==> config.mk <==
export PLATFORM = sky130hd
export DESIGN_NAME = ac_phase_angle_dimmer_top
export DESIGN_NICKNAME = d
export VERILOG_FILES = /design/src/rtl/acpad_pkg.sv /design/src/rtl/acpad_core.sv /design/src/rtl/ac_phase_angle_dimmer_top.sv
export SDC_FILE = /design/constraint.sdc
export NUM_CORES = 1
export LEC_CHECK = 0
export ABC_CLOCK_PERIOD_IN_PS = 23400
export BUFFER_PORTS_ARGS = -buffer_cell sky130_fd_sc_hd__buf_2
export CORE_MARGIN = 3
export CORE_UTILIZATION = 60
export CTS_CLUSTER_SIZE = 28
export DETAILED_ROUTE_END_ITERATION = 6
export PLACE_DENSITY = 0.85
export REMOVE_ABC_BUFFERS = 1
export SLEW_MARGIN = 20
export SYNTH_ARGS = -nofsm -noshare
export SYNTH_HDL_FRONTEND = slang
export SYNTH_SLANG_ARGS = --single-unit
==> constraint.sdc <==
create_clock -name aclk -period 23.4 [get_ports aclk]
set_clock_uncertainty 0.2 [all_clocks]
set_input_delay 4.68 -clock aclk [delete_from_list [all_inputs] [get_ports aclk]]
set_output_delay 4.68 -clock aclk [all_outputs]
set_load 0.02 [all_outputs]
==> src/rtl/acpad_pkg.sv <==
// Shared types and constants for the AC phase-angle dimmer.
package acpad_pkg;

    localparam int SLOPE_W    = 6;
    localparam int OFFSET_W   = 12;
    localparam int WDOG_W     = 16;
    localparam int LEVEL_W    = 8;
    localparam int DELAY_W    = 15;
    localparam int PRESCALE_W = 10;
    localparam int MS_W       = 17;
    localparam int CFG_IDX_W  = 2;
    localparam int CFG_DATA_W = 16;

    localparam logic [PRESCALE_W-1:0] TICKS_PER_MS = 10'd1000;
    localparam logic [MS_W-1:0]       MS_SINCE_MAX = 17'd131071;
    localparam logic [LEVEL_W-1:0]    LEVEL_FULL   = 8'd255;

    localparam logic [SLOPE_W-1:0]  SLOPE_RST  = 6'd30;
    localparam logic [OFFSET_W-1:0] OFFSET_RST = 12'd400;
    localparam logic [WDOG_W-1:0]   WDOG_RST   = 16'd60000;

    // Configuration register indexes
    localparam logic [CFG_IDX_W-1:0] CFG_DELAY_SLOPE  = 2'd0;
    localparam logic [CFG_IDX_W-1:0] CFG_DELAY_OFFSET = 2'd1;
    localparam logic [CFG_IDX_W-1:0] CFG_WATCHDOG_MS  = 2'd2;

    // Item kinds
    localparam logic CMD_TICK    = 1'b0;
    localparam logic CMD_MESSAGE = 1'b1;

    typedef struct packed {
        logic                 cmd;
        logic                 zero_cross_level;
        logic [LEVEL_W-1:0]   target_level;
    } item_t;

    typedef struct packed {
        logic                 gate_drive;
        logic [LEVEL_W-1:0]   applied_level;
        logic                 firing_pending;
        logic                 watchdog_tripped;
    } result_t;

    typedef struct packed {
        logic                  wr_en;
        logic [CFG_IDX_W-1:0]  index;
        logic [CFG_DATA_W-1:0] data;
    } cfg_wr_t;

endpackage

==> src/rtl/acpad_core.sv <==
// Dimmer state and single-pass update logic for one tick or message.
module acpad_core
    import acpad_pkg::*;
(
    input  logic    aclk,
    input  logic    aresetn,
    input  cfg_wr_t cfg_wr,
    input  logic    item_valid,
    input  item_t   item,
    output result_t result
);

    logic [SLOPE_W-1:0]    slope_reg;
    logic [OFFSET_W-1:0]   offset_reg;
    logic [WDOG_W-1:0]     wdog_reg;

    logic [LEVEL_W-1:0]    target_reg, target_next;
    logic [LEVEL_W-1:0]    applied_reg, applied_next;
    logic                  pending_reg, pending_next;
    logic                  zc_prev_reg, zc_prev_next;
    logic [DELAY_W-1:0]    delay_reg, delay_next;
    logic                  gate_reg, gate_next;
    logic [PRESCALE_W-1:0] prescale_reg, prescale_next;
    logic [MS_W-1:0]       ms_reg, ms_next;
    logic                  tripped;

    logic [13:0]           delay_prod;
    logic [DELAY_W-1:0]    delay_load;

    logic [LEVEL_W-1:0] applied_next_pre;
    logic               pending_pre;
    logic               gate_pre;
    logic [DELAY_W-1:0] delay_pre;

    // Firing delay from the level in effect after any expiry this tick
    assign delay_prod = 14'(slope_reg) * 14'(LEVEL_FULL - applied_next_pre);
    assign delay_load = DELAY_W'(delay_prod) + DELAY_W'(offset_reg);

    // Countdown stage
    always_comb begin
        applied_next_pre = applied_reg;
        pending_pre      = pending_reg;
        gate_pre         = gate_reg;
        delay_pre        = delay_reg;
        if (item.cmd == CMD_TICK && pending_reg) begin
            if (delay_reg != '0) begin
                delay_pre = delay_reg - DELAY_W'(1);
            end
            if (delay_pre == '0) begin
                applied_next_pre = target_reg;
                gate_pre         = (target_reg != '0);
                pending_pre      = 1'b0;
                delay_pre        = '0;
            end
        end
    end

    always_comb begin
        target_next   = target_reg;
        applied_next  = applied_next_pre;
        pending_next  = pending_pre;
        zc_prev_next  = zc_prev_reg;
        delay_next    = delay_pre;
        gate_next     = gate_pre;
        prescale_next = prescale_reg;
        ms_next       = ms_reg;
        tripped       = 1'b0;
        if (item.cmd == CMD_MESSAGE) begin
            target_next   = item.target_level;
            ms_next       = '0;
            prescale_next = '0;
        end else begin
            if (item.zero_cross_level && !zc_prev_reg && !pending_pre) begin
                if (applied_next_pre != '0 && applied_next_pre != LEVEL_FULL &&
                    delay_load != '0) begin
                    gate_next    = 1'b0;
                    pending_next = 1'b1;
                    delay_next   = delay_load;
                end else begin
                    // full, off or zero delay: apply target now
                    applied_next = target_reg;
                    gate_next    = (target_reg != '0);
                    pending_next = 1'b0;
                    delay_next   = '0;
                end
            end
            zc_prev_next = item.zero_cross_level;

            prescale_next = prescale_reg + PRESCALE_W'(1);
            if (prescale_next >= TICKS_PER_MS) begin
                prescale_next = '0;
                if (ms_reg < MS_SINCE_MAX) begin
                    ms_next = ms_reg + MS_W'(1);
                end
            end
            if (target_reg != '0 && ms_next > MS_W'(wdog_reg)) begin
                target_next = '0;
                ms_next     = '0;
                tripped     = 1'b1;
            end
        end
    end

    assign result.gate_drive       = gate_next;
    assign result.applied_level    = applied_next;
    assign result.firing_pending   = pending_next;
    assign result.watchdog_tripped = tripped;

    always_ff @(posedge aclk) begin
        if (!aresetn) begin
            slope_reg    <= SLOPE_RST;
            offset_reg   <= OFFSET_RST;
            wdog_reg     <= WDOG_RST;
            target_reg   <= '0;
            applied_reg  <= '0;
            pending_reg  <= 1'b0;
            zc_prev_reg  <= 1'b0;
            delay_reg    <= '0;
            gate_reg     <= 1'b0;
            prescale_reg <= '0;
            ms_reg       <= '0;
        end else begin
            if (cfg_wr.wr_en) begin
                unique case (cfg_wr.index)
                    CFG_DELAY_SLOPE:  slope_reg  <= cfg_wr.data[SLOPE_W-1:0];
                    CFG_DELAY_OFFSET: offset_reg <= cfg_wr.data[OFFSET_W-1:0];
                    CFG_WATCHDOG_MS:  wdog_reg   <= cfg_wr.data[WDOG_W-1:0];
                    default: ;
                endcase
            end
            if (item_valid) begin
                target_reg   <= target_next;
                applied_reg  <= applied_next;
                pending_reg  <= pending_next;
                zc_prev_reg  <= zc_prev_next;
                delay_reg    <= delay_next;
                gate_reg     <= gate_next;
                prescale_reg <= prescale_next;
                ms_reg       <= ms_next;
            end
        end
    end

endmodule

==> src/rtl/ac_phase_angle_dimmer_top.sv <==
// A request waits in the input register, and its core result is registered for m_tdata.
// Throughput: one request per cycle; a full result register stalls s_tready only if
// the input register is also full and m_tready is low.
// The per-request path is one 6x8 multiply, a 15-bit add and the counter compares.
// Reset (aresetn low, synchronous): both stages empty, gate off, levels and counters zero,
// configuration back to slope 30, offset 400 and watchdog 60000 ms.
module ac_phase_angle_dimmer_top
    import acpad_pkg::*;
(
    input  logic                  aclk,
    input  logic                  aresetn,
    input  logic                  cfg_wr_en,
    input  logic [CFG_IDX_W-1:0]  cfg_index,
    input  logic [CFG_DATA_W-1:0] cfg_data,
    input  logic                  s_tvalid,
    output logic                  s_tready,
    input  logic [15:0]           s_tdata,   // zero_cross_level[0], target_level[8:1]
    input  logic                  s_tuser,   // cmd
    output logic                  m_tvalid,
    input  logic                  m_tready,
    output logic [15:0]           m_tdata    // gate_drive[0], applied_level[8:1],
                                             // firing_pending[9], watchdog_tripped[10]
);

    logic    in_valid_reg;
    item_t   in_item_reg;
    logic    out_valid_reg;
    result_t out_res_reg;
    logic    advance;
    result_t core_res;
    cfg_wr_t cfg_wr;

    assign cfg_wr.wr_en = cfg_wr_en;
    assign cfg_wr.index = cfg_index;
    assign cfg_wr.data  = cfg_data;

    assign advance  = in_valid_reg && (!out_valid_reg || m_tready);
    assign s_tready = !in_valid_reg || advance;

    acpad_core u_core (
        .aclk       (aclk),
        .aresetn    (aresetn),
        .cfg_wr     (cfg_wr),
        .item_valid (advance),
        .item       (in_item_reg),
        .result     (core_res)
    );

    always_ff @(posedge aclk) begin
        if (!aresetn) begin
            in_valid_reg  <= 1'b0;
            out_valid_reg <= 1'b0;
        end else begin
            if (s_tready) begin
                in_valid_reg <= s_tvalid;
            end
            if (advance) begin
                out_valid_reg <= 1'b1;
            end else if (m_tready) begin
                out_valid_reg <= 1'b0;
            end
        end
    end

    always_ff @(posedge aclk) begin
        if (s_tready && s_tvalid) begin
            in_item_reg.cmd              <= s_tuser;
            in_item_reg.zero_cross_level <= s_tdata[0];
            in_item_reg.target_level     <= s_tdata[8:1];
        end
        if (advance) begin
            out_res_reg <= core_res;
        end
    end

    assign m_tvalid = out_valid_reg;
    assign m_tdata  = {5'd0, out_res_reg.watchdog_tripped, out_res_reg.firing_pending,
                       out_res_reg.applied_level, out_res_reg.gate_drive};

`ifndef ASSERT_OFF
    a_gate_not_pending: assert property (@(posedge aclk) disable iff (!aresetn)
        m_tvalid |-> !(out_res_reg.gate_drive && out_res_reg.firing_pending))
        else $error("gate high while firing delay runs");

    a_gate_needs_level: assert property (@(posedge aclk) disable iff (!aresetn)
        (m_tvalid && out_res_reg.gate_drive) |-> (out_res_reg.applied_level != '0))
        else $error("gate high with zero applied level");

    a_msg_no_trip: assert property (@(posedge aclk) disable iff (!aresetn)
        (advance && in_item_reg.cmd == CMD_MESSAGE) |-> !core_res.watchdog_tripped)
        else $error("watchdog trip reported on a message");

    a_stall_only_full: assert property (@(posedge aclk) disable iff (!aresetn)
        !s_tready |-> (in_valid_reg && out_valid_reg && !m_tready))
        else $error("input stalled with room in the pipeline");
`endif

endmodule

==> results.json, run 1 <==
{
  "outcome": "finished, final reports clean",
  "cts_hold_buf": 0,
  "synthArstFlopShare_pct": 0,
  "drt_iter0_drc": 745,
  "rsz0062_at_grt": "false",
  "grt_max_degree": 62,
  "critPathKind": "reg -> reg",
  "yosys.area_share.simple_pct": 26.2,
  "fp.coreArea_sq_um": 14600,
  "die_w_um": 129,
  "busiest_layer": "met2",
  "grt_pass1_vias": 7784,
  "post-route-period-util_pct": 44.5,
  "grt-ovfl-total": 0,
  "routed-via-count": 8364,
  "r2r-end": "u_core.applied_reg[6]$_SDFFE_PN0P_",
  "numCtsBuffers": 17,
  "syn-cell-area_sq_um": 9010,
  "synth_top_family_by_area": "simple AND/OR/NAND/NOR gates",
  "syn_inst": 1110,
  "synth-edff-count": 21,
  "start_util_pct": 61.7,
  "areaGrowthSynthToFinish_pct": 9.49,
  "htreeDepth": 4,
  "grt_usage_pct": 28.0,
  "grt_pass1_wl_um": 37900,
  "start_kind": "register",
  "yosys_register_bits": 118,
  "yosysMostFrequentCell": "nand2_1",
  "endpoint": "u_core.applied_reg[6]$_SDFFE_PN0P_",
  "r2r_start": "u_core.delay_reg[0]$_SDFFE_PN0P_",
  "yosysSeqAreaShare_pct": 28.6,
  "met2_usage_pct": 46.6,
  "synth-compound-area-share_pct": 19.4,
  "clockBufferDepth": 2,
  "die_area_sq_um": 16500,
  "drive_gt1_share_pct": 9.77,
  "io_buffer_count": 45,
  "antenna_found_initial": 0,
  "cts_resized": 0,
  "p_per_area_nw_per_um2": 82.9,
  "nNetsFinal": 1245,
  "finalHoldViolCount": 0,
  "hpwlAfterDp_um": 15800,
  "cp.arrival_ps": 10570,
  "vias_per_cell": 6.34,
  "p_leak_nw": 3.99,
  "finalWirelength_um": 22600,
  "hold_slack_ps": 254,
  "yosys_most_used_dff": "dfxtp_1",
  "synth-xor-area-share_pct": 2.92,
  "clock_latency_ps": 420,
  "yosysWarnings": 0,
  "period_minus_slack_ps": 10420,
  "synthMuxAreaShare_pct": 2.65,
  "crit_path_end_kind": "register",
  "tightest_slew_ps": 1090,
  "ios": 58,
  "crit_required_ps": 23550,
  "die_h_um": 129,
  "gr-usage-met3_pct": 4.61,
  "place_congestion": 0.952,
  "ff2ff_path_depth": 28,
  "peakVddDrop_v": 0.0000647,
  "ys_types": 84,
  "rrSetupSlack_ps": 12980,
  "ant_nets": 0,
  "post_cts_buffers": 0,
  "clkTransAtPathRegs_ps": 60,
  "largest_register_ffs": 17,
  "synth.avg_cell_area_sq_um": 8.11,
  "setup_viol_count_final": 0,
  "yosys-top-cells-count": "nand2_1, dfxtp_1, inv_1",
  "cp_slowest_cell": "a21boi_0",
  "relSlewSlack_pct": 26.6,
  "dr.pass1.iters": 7,
  "slew_viol_final": 0,
  "fillers": 1204,
  "synth_area_leaders": "dfxtp_1, ha_1, edfxtp_1",
  "synth_adder_area_share_pct": 13.6,
  "fmax_mhz": 96.0,
  "hold_path.class": "reg -> reg",
  "crit_start": "u_core.delay_reg[0]$_SDFFE_PN0P_",
  "netlist.area_leader.share_pct": 21.6,
  "root_buffer": "clkbuf_16",
  "drcViolationCount": 0,
  "critPathMaxStageDelay_ps": 890,
  "path_max_fanout": 32,
  "cts.sinks": 118,
  "synth_area_leader_cell": "dfxtp_1",
  "wl_per_cell_um": 17.1,
  "max_cap_viol_count": 0,
  "tns_ps": 0,
  "tritoncts": "yes",
  "use_met1_pct": 37.7,
  "rows": 44,
  "antenna_cells": 0
}
-- through the flow --
stage	instance area [sq um]	util [%]	power, mW	cells	setup WS [ps]
final	9860	67.6	0.818	1320	12980
after detailed placement	9270	63.6	0.558	1288	13140
after global routing	9860	67.6	0.873	1320	12420
after CTS	9860	67.6	0.815	1320	13100
after floorplan	8720	-	0.485	1048	13490
after global placement	9270	63.6	0.551	1288	13250
-- final cells by class --
cell class,count,area [sq um],share of cell area [%]
clock buffers,19,453,4.59
clock inverters,13,130,1.32
inverters,80,300,3.04
multi-input cells,850,5870,59.5
flip-flops and latches,118,2570,26.1
well taps,184,230,2.33
repair buffers,56,308,3.12
-- critical path: cells and delay by family (launching register included) --
family	cells	cell delay [ps]
muxes	2	530
adders and majority gates	6	2710
buffers and inverters	3	470
AOI/OAI and AO/OA	10	3470
and+or+nand+nor	7	2550
DFF	1	370
-- placed cells by master (no fill, tap or decap), types with 16 or more instances in the layout --
master     Yosys  layout
dfxtp_1       97      97
xnor2_1       18      18
nand2_1      131     131
fa_1          26      26
ha_1          56      56
nand3_1       35      35
and2_1        48      48
nor4_1        16      16
buf_2         12      45
nand4_1       31      31
o21ai_0       49      49
and3_1        20      20
edfxtp_1      21      21
nor2_1        67      67
a21oi_1       77      77
nor3_1        29      29
inv_1         80      79
mux2i_1       19      19
clkbuf_16      0      17
-- layer usage --
metal  part of all wire (%)  vias to the layer above
met5                      0                        -
met4                    2.2                        0
met3                    6.5                       48
met2                     49                      320
met1                     43                     3996
li1                       -                     4000
-- where the power goes --
part | total (mW) | switching, mW | internal, mW
clock network | 0.255 | 0.0943 | 0.161
logic | 0.345 | 0.204 | 0.140
registers | 0.218 | 0.00545 | 0.212
total | 0.818 | 0.304 | 0.514
-- worst min path at each step --
stage | startpoint | end | slack [ps] | depth (start not counted)
floorplan | u_core.wdog_reg[10]$_SDFFE_PN0P_ | u_core.wdog_reg[10]$_SDFFE_PN0P_ | 240 | 2
global placement | u_core.wdog_reg[7]$_SDFFE_PN0P_ | u_core.wdog_reg[7]$_SDFFE_PN0P_ | 250 | 2
detailed placement | u_core.wdog_reg[3]$_SDFFE_PN0P_ | u_core.wdog_reg[3]$_SDFFE_PN0P_ | 250 | 2
CTS | u_core.wdog_reg[3]$_SDFFE_PN0P_ | u_core.wdog_reg[3]$_SDFFE_PN0P_ | 260 | 2
global route | u_core.offset_reg[5]$_SDFFE_PN0P_ | u_core.offset_reg[5]$_SDFFE_PN0P_ | 280 | 2
finish | u_core.wdog_reg[12]$_SDFFE_PN0P_ | u_core.wdog_reg[12]$_SDFFE_PN0P_ | 250 | 2
-- cells by family after synthesis --
logic type,count (synthesis)
compound gates,260
fa+ha+maj,82
other cells,1
buf+inv,146
mux,23
xor+xnor,30
flops,118
simple gates,450
Power figures use the tool's default switching activity.
==> run 2: changes to the inputs <==
ABC_AREA = 1   (was not set)
ABC_CLOCK_PERIOD_IN_PS = 10400   (was 23400)
clock period = 10.4 ns   (was 23.4 ns; I/O delays follow)
==> run 2 against run 1 <==
Critical path type unchanged. Largest power group unchanged. Critical endpoint is now m_tdata[8]$_DFFE_PP_. Synthesized area decreased by 2.7%. Die area decreased by 2.5%. Count of clock-buffer cells in the layout increased by 3. Global-route usage increased by 0.26 points. Core utilization increased by 1.4 points. Sequential power increased by 130%.
==> results.json, run 2 <==
{
  "outcome": "finished, final reports clean",
  "final_common_cell": "nand2_1",
  "critPathKind": "reg -> reg",
  "htreeDepth": 4,
  "clock_latency_ps": 410,
  "place_ws_ps": 1770,
  "clockBufferDepth": 2,
  "layout_setup_ws_ps": 1570,
  "m1WireLength_um": 9450,
  "cpMostUsedCell": "nand2_1",
  "yosysMostFrequentCell": "nand2_1",
  "drive_gt1_share_pct": 9.59,
  "cp.depth": 38,
  "hold_path.class": "reg -> reg",
  "r2r-end": "m_tdata[8]$_DFFE_PP_",
  "io_buffer_count": 45,
  "grt_pass1_vias": 7974,
  "cts_hold_buf": 0,
  "cp.arrival_ps": 8790,
  "grt_pass1_wl_um": 37300,
  "yosys_most_used_dff": "dfxtp_1",
  "yosys_register_bits": 118,
  "crit_required_ps": 10360,
  "rsz0062_at_grt": "false",
  "synth_area_leader_cell": "dfxtp_1",
  "highest_layer": "met4",
  "synth.avg_cell_area_sq_um": 6.92,
  "drcViolationCount": 0,
  "post_cts_buffers": 0,
  "p_leak_nw": 4.62,
  "wl_per_cell_um": 15.0,
  "rows": 43,
  "critPathMaxStageDelay_ps": 720,
  "areaGrowthSynthToFinish_pct": 10.9,
  "root_buffer": "clkbuf_16",
  "clkTransAtPathRegs_ps": 60,
  "rrSetupSlack_ps": 1570,
  "cts_resized": 0,
  "finalWirelength_um": 22400,
  "nNetsFinal": 1423,
  "worst-path-buf-inv": 3,
  "ant_nets": 0,
  "start_util_pct": 62.2,
  "vias_per_cell": 5.60,
  "dr_wl_met3_um": 1640,
  "post-route-period-util_pct": 84.9,
  "dr.pass1.iters": 6,
  "cp_slowest_cell": "o21ai_1",
  "yosysWarnings": 0,
  "setup_viol_count_final": 0,
  "yosys-top-cells-count": "nand2_1, inv_1, nor2_1",
  "routed-via-count": 8359,
  "r2r_start": "u_core.delay_reg[0]$_SDFFE_PN0P_",
  "antenna_cells": 0,
  "fillers": 1156,
  "tritoncts": "yes",
  "fp.coreArea_sq_um": 14100,
  "syn_inst": 1268,
  "fmax_mhz": 113,
  "tns_ps": 0,
  "grt_usage_pct": 28.2,
  "ff2ff_path_depth": 38,
  "cts.sinks": 118,
  "start_kind": "register",
  "synth-edff-count": 21,
  "grt-ovfl-total": 0,
  "crit_start": "u_core.delay_reg[0]$_SDFFE_PN0P_",
  "p_per_area_nw_per_um2": 272,
  "numCtsBuffers": 17,
  "endpoint": "m_tdata[8]$_DFFE_PP_",
  "finalHoldViolCount": 0,
  "netlist.area_leader.share_pct": 22.1,
  "ys_types": 43,
  "period_minus_slack_ps": 8830,
  "syn-cell-area_sq_um": 8770,
  "relSlewSlack_pct": 41.8,
  "ios": 58,
  "hpwlAfterDp_um": 16100,
  "synthArstFlopShare_pct": 0,
  "antenna_found_initial": 0,
  "synth_area_leaders": "dfxtp_1, nand2_1, ha_1",
  "final_cell_mix": "nand2_1, inv_1, nor2_1",
  "drt_iter0_drc": 711,
  "slew_viol_final": 0,
  "place_congestion": 0.969,
  "die_h_um": 127,
  "die_w_um": 127,
  "yosysSeqAreaShare_pct": 29.3,
  "peakVddDrop_v": 0.000141,
  "tightest_slew_ps": 873,
  "largest_register_ffs": 17,
  "die_area_sq_um": 16100,
  "met2_length_um": 10600,
  "cp_top_family": "simple AND/OR/NAND/NOR gates",
  "grt_max_degree": 62,
  "max_cap_viol_count": 0,
  "crit_path_end_kind": "register",
  "path_max_fanout": 20
}
run 2: changes by cell type in the layout (fill, tap and decap cells not counted), sizes merged, moves of 10 or more:
cell / delta
nor3: -23
nand2b: -14
nor2: +77
a21boi: -10
inv: +92
nand3: +47
a21oi: +22
nor4: -12
xor2: +17
and3: -20
nand2: +208
mux2i: -18
a32oi: -10
and2: -47
run 2: layer usage:
layer / vias up / global-route usage [%]
met5: - / 0
met4: 0 / 11.5
met3: 57 / 6.48
met2: 335 / 47.0
met1: 3821 / 35.5
li1: 4146 / -
run 2: logic make-up after synthesis:
kind of cell,Yosys count,synth area share (%)
XOR/XNOR,42,4.20
AO/OA/AOI/OAI,190,12.0
adder cells (fa/ha/maj),82,13.9
multiplexers,1,0.114
other,1,0.0428
flip-flops,118,29.3
AND/OR/NAND/NOR,619,30.6
buffers and inverters,215,9.80
run 2: tightest hold or removal path, cell delays in order, from the launching register on:
cell	delay (ps)
dfxtp_1	290
inv_1	60
a21oi_1	60
run 2: how the worst min path moves through the flow:
stage,start,to,slack [ps],cells after the start
after floorplan,u_core.zc_prev_reg$_SDFFE_PN0P_,u_core.zc_prev_reg$_SDFFE_PN0P_,230,2
after global placement,u_core.zc_prev_reg$_SDFFE_PN0P_,u_core.zc_prev_reg$_SDFFE_PN0P_,240,2
after detailed placement,u_core.wdog_reg[2]$_SDFFE_PN0P_,u_core.wdog_reg[2]$_SDFFE_PN0P_,260,2
after CTS,u_core.wdog_reg[2]$_SDFFE_PN0P_,u_core.wdog_reg[2]$_SDFFE_PN0P_,260,2
after global routing,u_core.wdog_reg[2]$_SDFFE_PN0P_,u_core.wdog_reg[2]$_SDFFE_PN0P_,280,2
final,u_core.wdog_reg[12]$_SDFFE_PN0P_,u_core.wdog_reg[12]$_SDFFE_PN0P_,270,2
run 2: per-stage QoR:
step	cells	power (mW)	hold WS (ps)	area (sq um)	util, %
6_report	1494	2.65	266	9720	69.0
5_1_grt	1494	2.89	278	9720	69.0
4_1_cts	1494	2.63	262	9720	68.9
3_5_place_dp	1462	1.99	255	9070	64.4
3_3_place_gp	1462	1.94	241	9070	64.4
2_1_floorplan	1232	1.69	228	8580	-
run 2: power breakdown:
group / internal [mW] / switching (mW) / total (mW)
logic: 0.568 / 0.944 / 1.51
registers: 0.487 / 0.0178 / 0.505
clock network: 0.406 / 0.223 / 0.629
run 2: area by class of cell:
type                            count  area (sq um)  share of cell area, %
Clock buffer                       22           518                   5.33
Inverter                          175           658                   6.77
Timing Repair Buffer               50           263                   2.70
Multi-Input combinational cell    939          5360                   55.1
Tap cell                          180           225                   2.32
Sequential cell                   118          2570                   26.5
Clock inverter                     10           128                   1.31
